[src/lcc_pkg.sv]
// Shared types, character constants and command codes for the line command classifier.
`timescale 1ns / 1ps

package lcc_pkg;

  // Default line size in bytes; the store keeps one byte less than this.
  localparam int LINE_BYTES_DEF = 32;

  localparam int PASS_DIGITS = 4;
  localparam int TEMP_LEN    = 8;
  localparam int STATUS_LEN  = 10;
  localparam int FAN_LEN     = 10;
  localparam int PASS_LEN    = 9;

  localparam logic [7:0] CHAR_NUL = 8'h00;
  localparam logic [7:0] CHAR_NL  = 8'h0A;
  localparam logic [7:0] CHAR_CR  = 8'h0D;
  localparam logic [7:0] CHAR_SP  = 8'h20;
  localparam logic [7:0] CHAR_0   = 8'h30;
  localparam logic [7:0] CHAR_3   = 8'h33;
  localparam logic [7:0] CHAR_9   = 8'h39;

  localparam logic [79:0] TXT_TEMP   = 80'({"GET", "_TEMP"});
  localparam logic [79:0] TXT_STATUS = 80'({"GET", "_STATUS"});
  localparam logic [79:0] TXT_FAN    = 80'({"FORCE", "_FAN:"});
  localparam logic [79:0] TXT_PASS   = 80'({"SET", "_PASS:"});

  typedef enum logic [2:0] {
    CMD_TEMP_QUERY   = 3'd0,
    CMD_STATUS_QUERY = 3'd1,
    CMD_FAN_OK       = 3'd2,
    CMD_PASS_OK      = 3'd3,
    CMD_FAN_ERR      = 3'd4,
    CMD_PASS_ERR     = 3'd5,
    CMD_UNKNOWN      = 3'd6
  } cmd_t;

  // Per-position compare results, worked out when the byte is written.
  typedef struct packed {
    logic temp;
    logic status;
    logic fan;
    logic pass;
    logic digit;
    logic fan_digit;
  } cell_flags_t;

  // Commands from the top level to every cell of the row.
  typedef struct packed {
    logic shift;
    logic clear;
  } cell_ctrl_t;

  // Character at position pos of a keyword of length len, NUL past its end.
  function automatic logic [7:0] txt_char(input logic [79:0] s, input int len,
                                          input int pos);
    logic [7:0] c;
    c = CHAR_NUL;
    if (pos < len) begin
      c = s[(len - 1 - pos) * 8 +: 8];
    end
    return c;
  endfunction

endpackage

[src/lcc_cell.sv]
// One byte cell of the line store with its write token and keyword compare flags.
`timescale 1ns / 1ps

module lcc_cell #(
  parameter int POS = 0
) (
  input  logic                 clk,
  input  logic                 rst_n,
  input  lcc_pkg::cell_ctrl_t  ctrl,
  input  logic [7:0]           rx_byte,
  input  logic                 tok_in,
  output logic                 tok_out,
  output logic [7:0]           byte_out,
  output lcc_pkg::cell_flags_t flags_out
);

  logic                 tok_r, tok_nxt;
  logic [7:0]           byte_r;
  lcc_pkg::cell_flags_t flags_r, flags_nxt;

  // The write token marks the next free cell and moves one cell on per stored byte.
  always_comb begin
    tok_nxt = tok_r;
    if (ctrl.clear) begin
      tok_nxt = (POS == 0);
    end else if (ctrl.shift) begin
      tok_nxt = tok_in;
    end
  end

  always_comb begin
    flags_nxt.temp      = (rx_byte == lcc_pkg::txt_char(lcc_pkg::TXT_TEMP,
                                                        lcc_pkg::TEMP_LEN, POS));
    flags_nxt.status    = (rx_byte == lcc_pkg::txt_char(lcc_pkg::TXT_STATUS,
                                                        lcc_pkg::STATUS_LEN, POS));
    flags_nxt.fan       = (rx_byte == lcc_pkg::txt_char(lcc_pkg::TXT_FAN,
                                                        lcc_pkg::FAN_LEN, POS));
    flags_nxt.pass      = (rx_byte == lcc_pkg::txt_char(lcc_pkg::TXT_PASS,
                                                        lcc_pkg::PASS_LEN, POS));
    flags_nxt.digit     = (rx_byte >= lcc_pkg::CHAR_0) && (rx_byte <= lcc_pkg::CHAR_9);
    flags_nxt.fan_digit = (rx_byte >= lcc_pkg::CHAR_0) && (rx_byte <= lcc_pkg::CHAR_3);
  end

  always_ff @(posedge clk) begin
    if (!rst_n) begin
      tok_r <= (POS == 0);
    end else begin
      tok_r <= tok_nxt;
    end
  end

  always_ff @(posedge clk) begin
    if (ctrl.shift && tok_r) begin
      byte_r  <= rx_byte;
      flags_r <= flags_nxt;
    end
  end

  assign tok_out   = tok_r;
  assign byte_out  = byte_r;
  assign flags_out = flags_r;

endmodule

[src/line_command_classifier_core.sv]
// Top level of the line command classifier: cell row, line tracking and result register.
`timescale 1ns / 1ps

// Usage: one instance per serial channel. Each input item on in_rx_byte is one
// received character; a newline closes the line. Bytes go into a row of
// LINE_BYTES-1 cells, each cell comparing its byte against the keyword
// characters of its position as it is written; further bytes are dropped.
// A non-empty line gives one result item on the out_ ports: the command code,
// the fan level and the four password digits. An empty line gives nothing.
// Ordinary bytes are taken one per cycle while in_stall is low. A newline that
// ends a non-empty line is evaluated in the cycle after it is taken, and its
// result moves into the output register once that register is free;
// in_stall is high only while a line is evaluated. When the receiver stalls,
// the result holds in the output register while the next line is collected;
// if that line ends before the result has gone out, its evaluation and
// in_stall stay up until the output register is free.
// Reset (rst_n low at a clock edge) empties the line and drops any pending
// result; the store contents themselves are not cleared.
module line_command_classifier_core #(
  parameter int LINE_BYTES = lcc_pkg::LINE_BYTES_DEF
) (
  input  logic       clk,
  input  logic       rst_n,
  input  logic       in_valid,
  output logic       in_stall,
  input  logic [7:0] in_rx_byte,
  output logic       out_valid,
  input  logic       out_stall,
  output logic [2:0] out_command,
  output logic [1:0] out_fan_level,
  output logic [3:0] out_pass_digit_0,
  output logic [3:0] out_pass_digit_1,
  output logic [3:0] out_pass_digit_2,
  output logic [3:0] out_pass_digit_3
);

  localparam int DEPTH = LINE_BYTES - 1;
  localparam int LEN_W = $clog2(LINE_BYTES);

  logic                 in_acc, is_nl, store_en, line_end, out_load;
  lcc_pkg::cell_ctrl_t  ctrl;
  logic [DEPTH-1:0]     tok;
  logic [7:0]           cell_byte [DEPTH];
  lcc_pkg::cell_flags_t cell_flags [DEPTH];

  logic [LEN_W-1:0] fill_r, fill_nxt;
  logic [LEN_W-1:0] trim_r, trim_nxt;
  logic [LEN_W-1:0] len_r;
  logic             zero_r, zero_nxt;
  logic             eval_r, eval_nxt;

  logic             out_valid_r, out_valid_nxt;
  lcc_pkg::cmd_t    cmd_r, cmd_nxt;
  logic [1:0]       lvl_r, lvl_nxt;
  logic [3:0]       dig_r [lcc_pkg::PASS_DIGITS];
  logic [3:0]       dig_nxt [lcc_pkg::PASS_DIGITS];

  assign in_stall = eval_r;
  assign in_acc   = in_valid & ~in_stall;
  assign is_nl    = (in_rx_byte == lcc_pkg::CHAR_NL);
  assign store_en = in_acc & ~is_nl & (fill_r != LEN_W'(DEPTH));
  assign line_end = in_acc & is_nl;
  // The evaluated line moves into the output register once that register is free.
  assign out_load = eval_r & (~out_valid_r | ~out_stall);

  assign ctrl.shift = store_en;
  assign ctrl.clear = line_end;

  for (genvar i = 0; i < DEPTH; i++) begin : g_cell
    lcc_cell #(
      .POS(i)
    ) u_cell (
      .clk      (clk),
      .rst_n    (rst_n),
      .ctrl     (ctrl),
      .rx_byte  (in_rx_byte),
      .tok_in   ((i == 0) ? 1'b0 : tok[(i == 0) ? 0 : i - 1]),
      .tok_out  (tok[i]),
      .byte_out (cell_byte[i]),
      .flags_out(cell_flags[i])
    );
  end

  // Text length tracking: it stops at the first zero byte, and trailing
  // carriage returns and spaces never move the trimmed length forward.
  always_comb begin
    fill_nxt = fill_r;
    trim_nxt = trim_r;
    zero_nxt = zero_r;
    eval_nxt = eval_r & ~out_load;
    if (line_end) begin
      fill_nxt = '0;
      trim_nxt = '0;
      zero_nxt = 1'b0;
      eval_nxt = (fill_r != '0);
    end else if (store_en) begin
      fill_nxt = fill_r + 1'b1;
      if (!zero_r) begin
        if (in_rx_byte == lcc_pkg::CHAR_NUL) begin
          zero_nxt = 1'b1;
        end else if ((in_rx_byte != lcc_pkg::CHAR_CR) &&
                     (in_rx_byte != lcc_pkg::CHAR_SP)) begin
          trim_nxt = fill_r + 1'b1;
        end
      end
    end
  end

  always_ff @(posedge clk) begin
    if (!rst_n) begin
      fill_r <= '0;
      trim_r <= '0;
      zero_r <= 1'b0;
      eval_r <= 1'b0;
    end else begin
      fill_r <= fill_nxt;
      trim_r <= trim_nxt;
      zero_r <= zero_nxt;
      eval_r <= eval_nxt;
    end
  end

  always_ff @(posedge clk) begin
    if (line_end) begin
      len_r <= trim_r;
    end
  end

  // Classification from the registered per-cell compare flags.
  always_comb begin
    logic temp_m, status_m, fan_m, pass_m, digits_m;
    temp_m   = 1'b1;
    status_m = 1'b1;
    fan_m    = 1'b1;
    pass_m   = 1'b1;
    digits_m = 1'b1;
    for (int i = 0; i < lcc_pkg::TEMP_LEN; i++) begin
      temp_m = temp_m & cell_flags[i].temp;
    end
    for (int i = 0; i < lcc_pkg::STATUS_LEN; i++) begin
      status_m = status_m & cell_flags[i].status;
    end
    for (int i = 0; i < lcc_pkg::FAN_LEN; i++) begin
      fan_m = fan_m & cell_flags[i].fan;
    end
    for (int i = 0; i < lcc_pkg::PASS_LEN; i++) begin
      pass_m = pass_m & cell_flags[i].pass;
    end
    for (int i = 0; i < lcc_pkg::PASS_DIGITS; i++) begin
      digits_m = digits_m & cell_flags[lcc_pkg::PASS_LEN + i].digit;
    end

    cmd_nxt = lcc_pkg::CMD_UNKNOWN;
    lvl_nxt = '0;
    for (int i = 0; i < lcc_pkg::PASS_DIGITS; i++) begin
      dig_nxt[i] = '0;
    end

    if ((len_r == LEN_W'(lcc_pkg::TEMP_LEN)) && temp_m) begin
      cmd_nxt = lcc_pkg::CMD_TEMP_QUERY;
    end else if ((len_r == LEN_W'(lcc_pkg::STATUS_LEN)) && status_m) begin
      cmd_nxt = lcc_pkg::CMD_STATUS_QUERY;
    end else if ((len_r >= LEN_W'(lcc_pkg::FAN_LEN)) && fan_m) begin
      if ((len_r > LEN_W'(lcc_pkg::FAN_LEN)) && cell_flags[lcc_pkg::FAN_LEN].fan_digit) begin
        cmd_nxt = lcc_pkg::CMD_FAN_OK;
        lvl_nxt = cell_byte[lcc_pkg::FAN_LEN][1:0];
      end else begin
        cmd_nxt = lcc_pkg::CMD_FAN_ERR;
      end
    end else if ((len_r >= LEN_W'(lcc_pkg::PASS_LEN)) && pass_m) begin
      if ((len_r == LEN_W'(lcc_pkg::PASS_LEN + lcc_pkg::PASS_DIGITS)) && digits_m) begin
        cmd_nxt = lcc_pkg::CMD_PASS_OK;
        for (int i = 0; i < lcc_pkg::PASS_DIGITS; i++) begin
          dig_nxt[i] = cell_byte[lcc_pkg::PASS_LEN + i][3:0];
        end
      end else begin
        cmd_nxt = lcc_pkg::CMD_PASS_ERR;
      end
    end
  end

  always_comb begin
    out_valid_nxt = out_valid_r;
    if (out_load) begin
      out_valid_nxt = 1'b1;
    end else if (!out_stall) begin
      out_valid_nxt = 1'b0;
    end
  end

  always_ff @(posedge clk) begin
    if (!rst_n) begin
      out_valid_r <= 1'b0;
    end else begin
      out_valid_r <= out_valid_nxt;
    end
  end

  always_ff @(posedge clk) begin
    if (out_load) begin
      cmd_r <= cmd_nxt;
      lvl_r <= lvl_nxt;
      dig_r <= dig_nxt;
    end
  end

  assign out_valid        = out_valid_r;
  assign out_command      = cmd_r;
  assign out_fan_level    = lvl_r;
  assign out_pass_digit_0 = dig_r[0];
  assign out_pass_digit_1 = dig_r[1];
  assign out_pass_digit_2 = dig_r[2];
  assign out_pass_digit_3 = dig_r[3];

  // The write token sits on the cell indexed by the fill count, or nowhere when full.
  a_tok_fill: assert property (@(posedge clk) disable iff (!rst_n)
    $onehot0(tok) && ((tok == '0) == (fill_r == LEN_W'(DEPTH))))
    else $error("write token out of step with fill count");

  a_trim_fill: assert property (@(posedge clk) disable iff (!rst_n)
    trim_r <= fill_r)
    else $error("trimmed length beyond stored bytes");

  a_out_hold: assert property (@(posedge clk) disable iff (!rst_n)
    (out_valid_r && out_stall) |=> (out_valid_r && $stable(cmd_r) && $stable(lvl_r)))
    else $error("stalled result changed or was dropped");

  a_nl_empty: assert property (@(posedge clk) disable iff (!rst_n)
    (line_end && (fill_r == '0)) |=> !eval_r)
    else $error("empty line started an evaluation");

  a_fan_lvl: assert property (@(posedge clk) disable iff (!rst_n)
    (out_valid_r && (cmd_r != lcc_pkg::CMD_FAN_OK)) |-> (lvl_r == '0))
    else $error("fan level set without fan command");

endmodule

[config.mk]
export PLATFORM = sky130hd
export DESIGN_NAME = line_command_classifier_core
export DESIGN_NICKNAME = d
export VERILOG_FILES = /design/src/lcc_pkg.sv /design/src/lcc_cell.sv /design/src/line_command_classifier_core.sv
export SDC_FILE = /design/constraint.sdc
export NUM_CORES = 1
export LEC_CHECK = 0
export ABC_AREA = 1
export BUFFER_PORTS_ARGS = -buffer_cell sky130_fd_sc_hd__buf_2
export CORE_MARGIN = 1.5
export CORE_UTILIZATION = 58
export DETAILED_ROUTE_END_ITERATION = 6
export PLACE_DENSITY = 0.76
export SYNTH_ARGS = -nofsm -noshare
export SYNTH_HDL_FRONTEND = slang
export SYNTH_HIERARCHICAL = 1
export SYNTH_SLANG_ARGS = --single-unit
export TNS_END_PERCENT = 1
[constraint.sdc]
create_clock -name clk -period 2.4 [get_ports clk]
set_input_delay 0.72 -clock clk [delete_from_list [all_inputs] [get_ports clk]]
set_output_delay 0.72 -clock clk [all_outputs]
set_load 0.01 [all_outputs]
==> flow_results.xml, run 1 <==
<?xml version="1.0" encoding="UTF-8"?>
<metrics>
  <group name="clocking">
    <metric name="worst_skew_pair.late_latency" unit="ns">0.37</metric>
    <metric name="cts.htree.levels" unit="">3</metric>
    <metric name="clkSlewWorstSetupHoldPaths" unit="ns">0.10</metric>
    <metric name="clock_sink_count" unit="">103</metric>
    <metric name="tritoncts.num_buffers" unit="">9</metric>
    <metric name="cts.root.buffer_cell" unit="">sky130_fd_sc_hd__clkbuf_8</metric>
    <metric name="cts.path.max_buffers" unit="">2</metric>
    <metric name="post_cts.resized_instances" unit="">0</metric>
    <metric name="post-cts-setup-buffer-count" unit="">0</metric>
    <metric name="cts_hold_repair.buffers" unit="">0</metric>
    <metric name="cts_tree" unit="">built</metric>
  </group>
  <group name="global_route">
    <metric name="grt_busiest_layer" unit="">met2</metric>
    <metric name="grt_use_met3" unit="%">3.60</metric>
    <metric name="grt.total_usage" unit="%">21.8</metric>
    <metric name="grt_pass1_wl" unit="um">16500</metric>
    <metric name="number_of_antenna_violations_at_the_first_check_in_global_routing" unit="">0</metric>
    <metric name="met1_usage" unit="%">26.4</metric>
    <metric name="grt_overflow" unit="">0</metric>
    <metric name="grt_pass1_vias" unit="">3715</metric>
    <metric name="grt_util_met2" unit="%">36.7</metric>
    <metric name="maximum_number_of_pins_on_one_net_before_global_route_repair" unit="">35</metric>
  </group>
  <group name="layout">
    <metric name="syn2layout_area_growth" unit="%">10.1</metric>
    <metric name="num-nets-final" unit="">685</metric>
    <metric name="n_fill_cell" unit="">724</metric>
    <metric name="multiInputGateArea" unit="um^2">1760</metric>
    <metric name="register_area" unit="um^2">2830</metric>
    <metric name="most_frequent_cells_in_the_layout" unit="">146 x sky130_fd_sc_hd__nand2_1, 134 x sky130_fd_sc_hd__inv_1, 112 x sky130_fd_sc_hd__nor2_1, 77 x sky130_fd_sc_hd__edfxtp_1, 34 x sky130_fd_sc_hd__buf_2</metric>
    <metric name="diodes" unit="">0</metric>
    <metric name="finalCoreUtilization" unit="%">65.7</metric>
    <metric name="most_common_cell_after_layout_fill_and_taps_aside" unit="">sky130_fd_sc_hd__nand2_1</metric>
    <metric name="drive_above_1_share" unit="%">16.3</metric>
  </group>
  <group name="floorplan">
    <metric name="die_area" unit="um^2">9500</metric>
    <metric name="die_h" unit="um">97.5</metric>
    <metric name="core" unit="um^2">8680</metric>
    <metric name="design.portCount" unit="">35</metric>
    <metric name="row_count" unit="">34</metric>
    <metric name="fp.dieW" unit="um">97.5</metric>
    <metric name="start_util" unit="%">59.7</metric>
  </group>
  <group name="synth">
    <metric name="avgSynthCellArea" unit="um^2">8.34</metric>
    <metric name="yosysWarnings" unit="">6</metric>
    <metric name="synth.net_count" unit="">636</metric>
    <metric name="synthesis.area" unit="um^2">5180</metric>
    <metric name="netlist_instances" unit="">621</metric>
  </group>
  <group name="setup_path">
    <metric name="critical_path_class" unit="">reg2reg</metric>
    <metric name="reg2reg_depth" unit="">10</metric>
    <metric name="worstReg2RegEnd" unit="">g_cell[5].u_cell/flags_out[5]</metric>
    <metric name="cp_data_required_time" unit="ns">2.47</metric>
    <metric name="critical_path_arrival" unit="ns">2.22</metric>
    <metric name="critical_r2r_launch" unit="">fill_r[0]</metric>
    <metric name="cp_max_fo" unit="">18</metric>
    <metric name="start_kind" unit="">flop</metric>
    <metric name="ff2ff_setup_slack" unit="ns">0.25</metric>
    <metric name="critical_path.endpoint_type" unit="">flop</metric>
  </group>
  <group name="sta">
    <metric name="finalCritPeriodShare" unit="%">89.7</metric>
    <metric name="hold_viol" unit="">0</metric>
    <metric name="min_period" unit="ns">2.15</metric>
    <metric name="fin_worst_skew" unit="ns">0.0116</metric>
    <metric name="finalSetupViolations" unit="">0</metric>
    <metric name="finalMaxSlewViolations" unit="">0</metric>
    <metric name="grt_setup_unrepaired" unit="">no</metric>
    <metric name="setup_total_negative_slack" unit="ns">0</metric>
    <metric name="max_freq" unit="MHz">465</metric>
  </group>
  <group name="route">
    <metric name="drtPass1Iterations" unit="">5</metric>
    <metric name="routed_len_inst" unit="um">12.3</metric>
    <metric name="drtIter0Drc" unit="">212</metric>
    <metric name="dr_total_vias" unit="">3866</metric>
    <metric name="routed_wl" unit="um">9670</metric>
    <metric name="vias_per_cell" unit="">4.94</metric>
    <metric name="ant_nets" unit="">0</metric>
    <metric name="drt_drc_violations_left" unit="">0</metric>
  </group>
  <group name="place">
    <metric name="gpl.final_weighted_congestion" unit="">0.805</metric>
    <metric name="placement.io_buffers" unit="">34</metric>
    <metric name="hpwl" unit="um">6970</metric>
  </group>
  <group name="hold_path">
    <metric name="min_delay_path_depth" unit="">0</metric>
    <metric name="holdCritPathClass" unit="">reg2reg</metric>
    <metric name="holdPathEnd" unit="">len_r[0]</metric>
    <metric name="hold_path.startpoint" unit="">trim_r[0]</metric>
  </group>
  <group name="run">
    <metric name="max_cap_violations" unit="">0</metric>
  </group>
  <group name="pwr">
    <metric name="pd_cells" unit="nW/um^2">563</metric>
    <metric name="vdd_drop_max" unit="V">0.000335</metric>
    <metric name="power.leakage" unit="nW">2.52</metric>
  </group>
  <group name="run_status">
    <metric name="run_status" unit="">complete, no violations</metric>
  </group>
</metrics>
==> power breakdown <==
part	leakage, nW	internal, mW	switching [mW]	total, mW
sequential	0.881	1.92	0.0133	1.93
combinational	1.54	0.0816	0.173	0.255
clock	0.0992	0.422	0.603	1.03
total	2.52	2.42	0.789	3.21
==> critical path: stages (launching register included) <==
cell and delay [ns]:
sky130_fd_sc_hd__dfxtp_1 0.35, sky130_fd_sc_hd__ha_1 0.23, sky130_fd_sc_hd__nand2_1 0.07, sky130_fd_sc_hd__nor2_1 0.04, sky130_fd_sc_hd__ha_1 0.21, sky130_fd_sc_hd__nor2_4 0.13
sky130_fd_sc_hd__inv_2 0.06, sky130_fd_sc_hd__nor2_4 0.26, sky130_fd_sc_hd__buf_4 0.28, sky130_fd_sc_hd__nand2_1 0.09, sky130_fd_sc_hd__inv_1 0.13
==> layout make-up <==
class	count	area share, %
tap	108	2.37
clock inverter	6	0.900
multi-input combinational	371	30.9
sequential	103	49.7
timing repair buffer	46	4.57
inverter	139	9.15
clock buffer	10	2.41
==> worst max-delay path by stage <==
stage	start	endpoint	slack, ns	depth (start not counted)
after CTS	fill_r[0]	g_cell[5].u_cell/flags_out[5]	0.25	10
after global routing	fill_r[0]	g_cell[5].u_cell/flags_out[5]	0.05	10
final	fill_r[0]	g_cell[5].u_cell/flags_out[5]	0.25	10
after detailed placement	in_valid	g_cell[5].u_cell/flags_out[5]	0.27	8
after global placement	fill_r[0]	g_cell[4].u_cell/flags_out[5]	0.32	10
after floorplan	out_stall	out_command[0]	0.26	3
==> through the flow <==
step	instance area [um^2]	worst slack (ns)	power, mW	hold slack (ns)	cells
floorplan	5180	0.262	2.12	0.408	621
global placement	5510	0.324	2.21	0.415	767
detailed placement	5510	0.268	2.23	0.417	767
CTS	5700	0.250	3.23	0.442	783
global route	5700	0.0550	3.34	0.457	783
finish	5700	0.248	3.21	0.441	783
==> routing by layer <==
layer	wire (um)	share of wire (%)
met1	4020	42
met3	360	3.7
met2	4900	51
met5	0	0
met4	381	3.9
==> state kept, by name, summed over array words and instances (netlist names), 5 cells and up <==
| name | flops |
|---|---|
| fill_r | 5 |
| g_cell.u_cell/tok_out | 13 |
| g_cell.u_cell/flags_out | 35 |
| len_r | 5 |
| g_cell.u_cell/byte_out | 16 |
| trim_r | 5 |
Note: power is estimated with default switching activity, not from simulation.
==> inputs of run 2 (changes only) <==
--- a/config.mk
+++ b/config.mk
@@ -8,8 +8,9 @@
 export ABC_AREA = 1
 export BUFFER_PORTS_ARGS = -buffer_cell sky130_fd_sc_hd__buf_2
 export CORE_MARGIN = 1.5
-export CORE_UTILIZATION = 58
+export CORE_UTILIZATION = 60
 export DETAILED_ROUTE_END_ITERATION = 6
+export GPL_ROUTABILITY_DRIVEN = 0
 export PLACE_DENSITY = 0.76
 export SYNTH_ARGS = -nofsm -noshare
 export SYNTH_HDL_FRONTEND = slang
==> constraint.sdc (replaced) <==
create_clock -name clk -period 2.55 [get_ports clk]
set_input_delay 0.765 -clock clk [delete_from_list [all_inputs] [get_ports clk]]
set_output_delay 0.765 -clock clk [all_outputs]
set_load 0.01 [all_outputs]
==> run 2 against run 1 <==
Against the previous run: clock power shrank 7%; sequential cell count is the same; sequential power shrank 6%; combinational power shrank 5%; final cell count shrank 0.26%; routed wire length grew 2.5%; hold slack lost 0.0013 ns; non-clock buffer count grew 1; register-to-register slack gained 0.17 ns; first-iteration DRC count grew 5.2%.
==> flow_results.xml, run 2 (synthesis gave the netlist of run 1 again) <==
<?xml version="1.0" encoding="UTF-8"?>
<metrics>
  <group name="layout">
    <metric name="largest_register_ffs" unit="">35</metric>
    <metric name="most_frequent_cells_in_the_layout" unit="">146 x sky130_fd_sc_hd__nand2_1, 134 x sky130_fd_sc_hd__inv_1, 112 x sky130_fd_sc_hd__nor2_1, 77 x sky130_fd_sc_hd__edfxtp_1, 34 x sky130_fd_sc_hd__buf_2</metric>
    <metric name="diodes" unit="">0</metric>
    <metric name="multiInputGateArea" unit="um^2">1760</metric>
    <metric name="n_fill_cell" unit="">680</metric>
    <metric name="syn2layout_area_growth" unit="%">10.1</metric>
    <metric name="most_common_cell_after_layout_fill_and_taps_aside" unit="">sky130_fd_sc_hd__nand2_1</metric>
    <metric name="drive_above_1_share" unit="%">16.1</metric>
    <metric name="register_area" unit="um^2">2830</metric>
    <metric name="finalCoreUtilization" unit="%">68.7</metric>
    <metric name="num-nets-final" unit="">686</metric>
  </group>
  <group name="route">
    <metric name="drtPass1Iterations" unit="">4</metric>
    <metric name="drt_drc_violations_left" unit="">0</metric>
    <metric name="drtIter0Drc" unit="">223</metric>
    <metric name="routed_len_inst" unit="um">12.7</metric>
    <metric name="dr_total_vias" unit="">3887</metric>
    <metric name="ant_nets" unit="">0</metric>
    <metric name="routed_wl" unit="um">9910</metric>
    <metric name="vias_per_cell" unit="">4.98</metric>
  </group>
  <group name="setup_path">
    <metric name="critical_path_class" unit="">reg2reg</metric>
    <metric name="critical_path.endpoint_type" unit="">flop</metric>
    <metric name="worstReg2RegEnd" unit="">g_cell[4].u_cell/flags_out[4]</metric>
    <metric name="critical_r2r_launch" unit="">fill_r[0]</metric>
    <metric name="setup.worst_path.end" unit="">g_cell[4].u_cell/flags_out[4]</metric>
    <metric name="critical_path_arrival" unit="ns">2.19</metric>
    <metric name="start_kind" unit="">flop</metric>
    <metric name="cp_data_required_time" unit="ns">2.61</metric>
    <metric name="reg2reg_depth" unit="">10</metric>
    <metric name="ff2ff_setup_slack" unit="ns">0.42</metric>
    <metric name="worstSetupStartpoint" unit="">fill_r[0]</metric>
    <metric name="cp_max_fo" unit="">18</metric>
  </group>
  <group name="clocking">
    <metric name="cts.root.buffer_cell" unit="">sky130_fd_sc_hd__clkbuf_8</metric>
    <metric name="worst_skew_pair.late_latency" unit="ns">0.37</metric>
    <metric name="tritoncts.num_buffers" unit="">9</metric>
    <metric name="cts.path.max_buffers" unit="">2</metric>
    <metric name="clkSlewWorstSetupHoldPaths" unit="ns">0.10</metric>
    <metric name="post_cts.resized_instances" unit="">0</metric>
    <metric name="post-cts-setup-buffer-count" unit="">0</metric>
    <metric name="cts_tree" unit="">built</metric>
    <metric name="clock_sink_count" unit="">103</metric>
    <metric name="cts.htree.levels" unit="">3</metric>
    <metric name="cts_hold_repair.buffers" unit="">0</metric>
  </group>
  <group name="floorplan">
    <metric name="fp.dieW" unit="um">95.9</metric>
    <metric name="row_count" unit="">33</metric>
    <metric name="core" unit="um^2">8300</metric>
    <metric name="die_area" unit="um^2">9200</metric>
    <metric name="design.portCount" unit="">35</metric>
    <metric name="start_util" unit="%">62.4</metric>
    <metric name="die_h" unit="um">95.9</metric>
  </group>
  <group name="sta">
    <metric name="finalMaxSlewViolations" unit="">0</metric>
    <metric name="hold_slack" unit="ns">0.439</metric>
    <metric name="grt_setup_unrepaired" unit="">no</metric>
    <metric name="finalSetupViolations" unit="">0</metric>
    <metric name="max_freq" unit="MHz">469</metric>
    <metric name="postLayoutSetupSlackWorst" unit="ns">0.416</metric>
    <metric name="setup_total_negative_slack" unit="ns">0</metric>
    <metric name="finalCritPeriodShare" unit="%">83.7</metric>
    <metric name="fin_worst_skew" unit="ns">0.0162</metric>
    <metric name="min_period" unit="ns">2.13</metric>
    <metric name="hold_viol" unit="">0</metric>
  </group>
  <group name="global_route">
    <metric name="grt_pass1_vias" unit="">3523</metric>
    <metric name="number_of_antenna_violations_at_the_first_check_in_global_routing" unit="">0</metric>
    <metric name="grt.total_usage" unit="%">23.4</metric>
    <metric name="grt_overflow" unit="">0</metric>
    <metric name="grt_pass1_wl" unit="um">16100</metric>
    <metric name="maximum_number_of_pins_on_one_net_before_global_route_repair" unit="">35</metric>
  </group>
  <group name="pwr">
    <metric name="total_chip_power" unit="mW">3.02</metric>
    <metric name="pd_cells" unit="nW/um^2">530</metric>
    <metric name="vdd_drop_max" unit="V">0.000287</metric>
    <metric name="power.leakage" unit="nW">2.52</metric>
  </group>
  <group name="run">
    <metric name="max_cap_violations" unit="">0</metric>
  </group>
  <group name="place">
    <metric name="hpwl" unit="um">7090</metric>
    <metric name="placement.io_buffers" unit="">34</metric>
    <metric name="pre_cts_ws" unit="ns">0.403</metric>
  </group>
  <group name="hold_path">
    <metric name="holdCritPathClass" unit="">reg2reg</metric>
  </group>
  <group name="run_status">
    <metric name="run_status" unit="">complete, no violations</metric>
  </group>
</metrics>
run 2: cell types whose count changed in the layout (fill, tap and decap cells not counted), sizes merged:
cell	delta
clkbuf	+2
buf	+1
inv	-1
clkinv	-1
run 2: cell type report:
cell class	instances	share of cell area (%)
multi-input combinational	371	30.9
clock buffer	12	2.74
sequential	103	49.7
tap	105	2.31
inverter	139	9.15
timing repair buffer	47	4.70
clock inverter	4	0.505
run 2: per-stage QoR:
step | instances | cell area [um^2]
after floorplan | 621 | 5180
after global placement | 765 | 5510
after detailed placement | 765 | 5510
after CTS | 781 | 5700
after global routing | 781 | 5700
final | 781 | 5700
run 2: worst min path at each step:
stage	startpoint	to	slack (ns)	cells past startpoint
final	trim_r[0]	len_r[0]	0.44	0
after global routing	trim_r[3]	len_r[3]	0.45	0
after CTS	trim_r[0]	len_r[0]	0.44	0
after detailed placement	trim_r[3]	len_r[3]	0.42	0
after global placement	trim_r[2]	len_r[2]	0.41	0
after floorplan	trim_r[0]	len_r[0]	0.41	0
run 2: power by group:
group | total, mW | switching [mW] | internal, mW
registers | 1.82 | 0.0132 | 1.81
clock network | 0.958 | 0.538 | 0.420
logic | 0.242 | 0.164 | 0.0777
total | 3.02 | 0.716 | 2.30
run 2: routing by layer:
layer | GRT usage (%) | vias to the layer above | share of wire (%)
li1 | - | 1996 | -
met1 | 28.6 | 1761 | 41
met2 | 39.9 | 104 | 52
met3 | 3.63 | 26 | 3.9
met4 | 12.0 | 0 | 3.6
met5 | 0 | - | 0
run 2: worst max-delay path, cell delays in order, from the launching register on:
cell and delay [ns]:
sky130_fd_sc_hd__dfxtp_1 0.36, sky130_fd_sc_hd__ha_1 0.23, sky130_fd_sc_hd__nand2_1 0.07, sky130_fd_sc_hd__nor2_1 0.04
sky130_fd_sc_hd__ha_1 0.20, sky130_fd_sc_hd__nor2_4 0.13, sky130_fd_sc_hd__inv_2 0.05, sky130_fd_sc_hd__nor2_4 0.25
sky130_fd_sc_hd__buf_4 0.28, sky130_fd_sc_hd__nand2_1 0.08, sky130_fd_sc_hd__inv_1 0.14
==> inputs of run 3 (changes only) <==
--- a/config.mk
+++ b/config.mk
@@ -8,7 +8,7 @@
 export ABC_AREA = 1
 export BUFFER_PORTS_ARGS = -buffer_cell sky130_fd_sc_hd__buf_2
 export CORE_MARGIN = 1.5
-export CORE_UTILIZATION = 60
+export CORE_UTILIZATION = 58
 export DETAILED_ROUTE_END_ITERATION = 6
 export GPL_ROUTABILITY_DRIVEN = 0
 export PLACE_DENSITY = 0.76
==> constraint.sdc (replaced) <==
create_clock -name clk -period 1.9 [get_ports clk]
set_input_delay 0.57 -clock clk [delete_from_list [all_inputs] [get_ports clk]]
set_output_delay 0.57 -clock clk [all_outputs]
set_load 0.01 [all_outputs]
==> run 3 against run 2 <==
Against the previous run: final area increased by 3.7%; highest routed layer unchanged; routed wire length increased by 7.7%; clock power rose by 60%.
==> flow_results.xml, run 3 (synthesis gave the netlist of run 1 again) <==
<?xml version="1.0" encoding="UTF-8"?>
<metrics>
  <group name="run_status">
    <metric name="run_status" unit="">complete, no violations</metric>
  </group>
  <group name="clocking">
    <metric name="cts.path.max_buffers" unit="">2</metric>
    <metric name="cts.root.buffer_cell" unit="">sky130_fd_sc_hd__clkbuf_8</metric>
    <metric name="cts.htree.levels" unit="">3</metric>
    <metric name="tritoncts.num_buffers" unit="">9</metric>
    <metric name="clkSlewWorstSetupHoldPaths" unit="ns">0.10</metric>
    <metric name="worst_skew_pair.late_latency" unit="ns">0.37</metric>
    <metric name="cts_tree" unit="">built</metric>
    <metric name="clock_sink_count" unit="">103</metric>
  </group>
  <group name="setup_path">
    <metric name="critical_path_class" unit="">reg2reg</metric>
    <metric name="cp_slowest_stage_delay" unit="ns">0.35</metric>
    <metric name="cp_data_required_time" unit="ns">1.98</metric>
    <metric name="crit_chain" unit="">ha_4, nand2_2, nor2_1, ha_2, nor2_4, inv_2, nor2_4, buf_12, nand2_1, inv_2</metric>
    <metric name="critical_path_arrival" unit="ns">1.91</metric>
    <metric name="cp_max_fo" unit="">10</metric>
    <metric name="start_kind" unit="">flop</metric>
    <metric name="critical_path.endpoint_type" unit="">flop</metric>
    <metric name="cp_slowest_cell" unit="">sky130_fd_sc_hd__dfxtp_2</metric>
  </group>
  <group name="sta">
    <metric name="setup_total_negative_slack" unit="ns">0</metric>
    <metric name="hold_viol" unit="">0</metric>
    <metric name="hold_slack" unit="ns">0.440</metric>
    <metric name="finalMaxSlewViolations" unit="">0</metric>
    <metric name="grt_setup_unrepaired" unit="">no</metric>
    <metric name="max_freq" unit="MHz">545</metric>
    <metric name="finalCritPeriodShare" unit="%">96.5</metric>
    <metric name="finalSetupViolations" unit="">0</metric>
    <metric name="min_period" unit="ns">1.83</metric>
    <metric name="fin_worst_skew" unit="ns">0.0127</metric>
    <metric name="postLayoutSetupSlackWorst" unit="ns">0.0668</metric>
  </group>
  <group name="place">
    <metric name="hpwl" unit="um">7340</metric>
    <metric name="placement.cell_area" unit="um^2">5610</metric>
    <metric name="placement.io_buffers" unit="">34</metric>
    <metric name="pre_cts_ws" unit="ns">0.0641</metric>
  </group>
  <group name="layout">
    <metric name="largest_register_ffs" unit="">35</metric>
    <metric name="most_common_cell_after_layout_fill_and_taps_aside" unit="">sky130_fd_sc_hd__nand2_1</metric>
    <metric name="syn2layout_area_growth" unit="%">14.1</metric>
    <metric name="n_fill_cell" unit="">657</metric>
    <metric name="diodes" unit="">0</metric>
    <metric name="drive_above_1_share" unit="%">19.7</metric>
    <metric name="multiInputGateArea" unit="um^2">1780</metric>
    <metric name="most_frequent_cells_in_the_layout" unit="">145 x sky130_fd_sc_hd__nand2_1, 125 x sky130_fd_sc_hd__inv_1, 111 x sky130_fd_sc_hd__nor2_1, 77 x sky130_fd_sc_hd__edfxtp_1, 34 x sky130_fd_sc_hd__buf_2</metric>
    <metric name="final_design_area_excluding_fillers" unit="um^2">5910</metric>
    <metric name="num-nets-final" unit="">695</metric>
    <metric name="register_area" unit="um^2">2840</metric>
  </group>
  <group name="floorplan">
    <metric name="die_h" unit="um">97.5</metric>
    <metric name="die_area" unit="um^2">9500</metric>
    <metric name="start_util" unit="%">59.7</metric>
    <metric name="design.portCount" unit="">35</metric>
    <metric name="row_count" unit="">34</metric>
    <metric name="core" unit="um^2">8680</metric>
    <metric name="fp.dieW" unit="um">97.5</metric>
  </group>
  <group name="route">
    <metric name="drt_drc_violations_left" unit="">0</metric>
    <metric name="drtPass1Iterations" unit="">5</metric>
    <metric name="routed_len_inst" unit="um">13.5</metric>
    <metric name="vias_per_cell" unit="">4.96</metric>
    <metric name="ant_nets" unit="">0</metric>
    <metric name="drtIter0Drc" unit="">217</metric>
    <metric name="routed_wl" unit="um">10700</metric>
    <metric name="dr_total_vias" unit="">3933</metric>
  </group>
  <group name="global_route">
    <metric name="grt_overflow" unit="">0</metric>
    <metric name="maximum_number_of_pins_on_one_net_before_global_route_repair" unit="">41</metric>
    <metric name="grt_pass1_vias" unit="">3765</metric>
    <metric name="number_of_antenna_violations_at_the_first_check_in_global_routing" unit="">0</metric>
    <metric name="grt.total_usage" unit="%">23.0</metric>
    <metric name="grt_pass1_wl" unit="um">17300</metric>
  </group>
  <group name="run">
    <metric name="max_cap_violations" unit="">0</metric>
  </group>
  <group name="hold_path">
    <metric name="holdCritPathClass" unit="">reg2reg</metric>
  </group>
  <group name="pwr">
    <metric name="power.leakage" unit="nW">2.58</metric>
    <metric name="total_chip_power" unit="mW">4.34</metric>
    <metric name="vdd_drop_max" unit="V">0.000421</metric>
    <metric name="pd_cells" unit="nW/um^2">734</metric>
  </group>
</metrics>
==> run 3: what timing repair did <==
action / CTS / global route
hold buffers: 0 / 0
resized for setup: 0 / 12
endpoints found under the setup margin: 0 / 44
setup buffers: 0 / 1
==> run 3: cell type report <==
type,instances,share of cell area (%)
sequential,103,48.0
tap,108,2.29
timing repair buffer,56,6.90
multi-input combinational,371,30.1
inverter,139,8.87
clock inverter,7,1.74
clock buffer,9,2.10
==> run 3: final timing paths <==
kind,start,endpoint,slack [ns],cells after the start
worst max register to register,fill_r[1],g_cell[10].u_cell/byte_out[3],0.07,10
worst min-delay path,trim_r[0],len_r[0],0.44,0
worst min register to register,trim_r[0],len_r[0],0.44,0
worst max-delay path,fill_r[1],g_cell[10].u_cell/byte_out[3],0.07,10
==> run 3: per-stage QoR <==
stage,utilization (%),std cells
after global routing,68.1,793
after CTS,67.2,790
after floorplan,-,621
final,68.1,793
after global placement,64.6,774
after detailed placement,64.6,774
==> run 3: report_power, final <==
| group | switching (mW) | internal [mW] |
|---|---|---|
| Combinational | 0.237 | 0.131 |
| Clock | 0.771 | 0.756 |
| Sequential | 0.0189 | 2.42 |
==> run 3: critical path: cells and delay by family, from the launching register on <==
| family | cells | cell delay (ns) |
|---|---|---|
| fa+ha+maj | 2 | 0.34 |
| flops | 1 | 0.35 |
| simple gates | 5 | 0.48 |
| buf+inv | 3 | 0.37 |
==> run 3: metal layers <==
metal	GRT usage, %	share of wire (%)	vias up
li1	-	-	2009
met1	27.6	41	1812
met2	41.1	53	94
met3	3.67	3.8	18
met4	9.34	2.0	0
met5	0	0	-
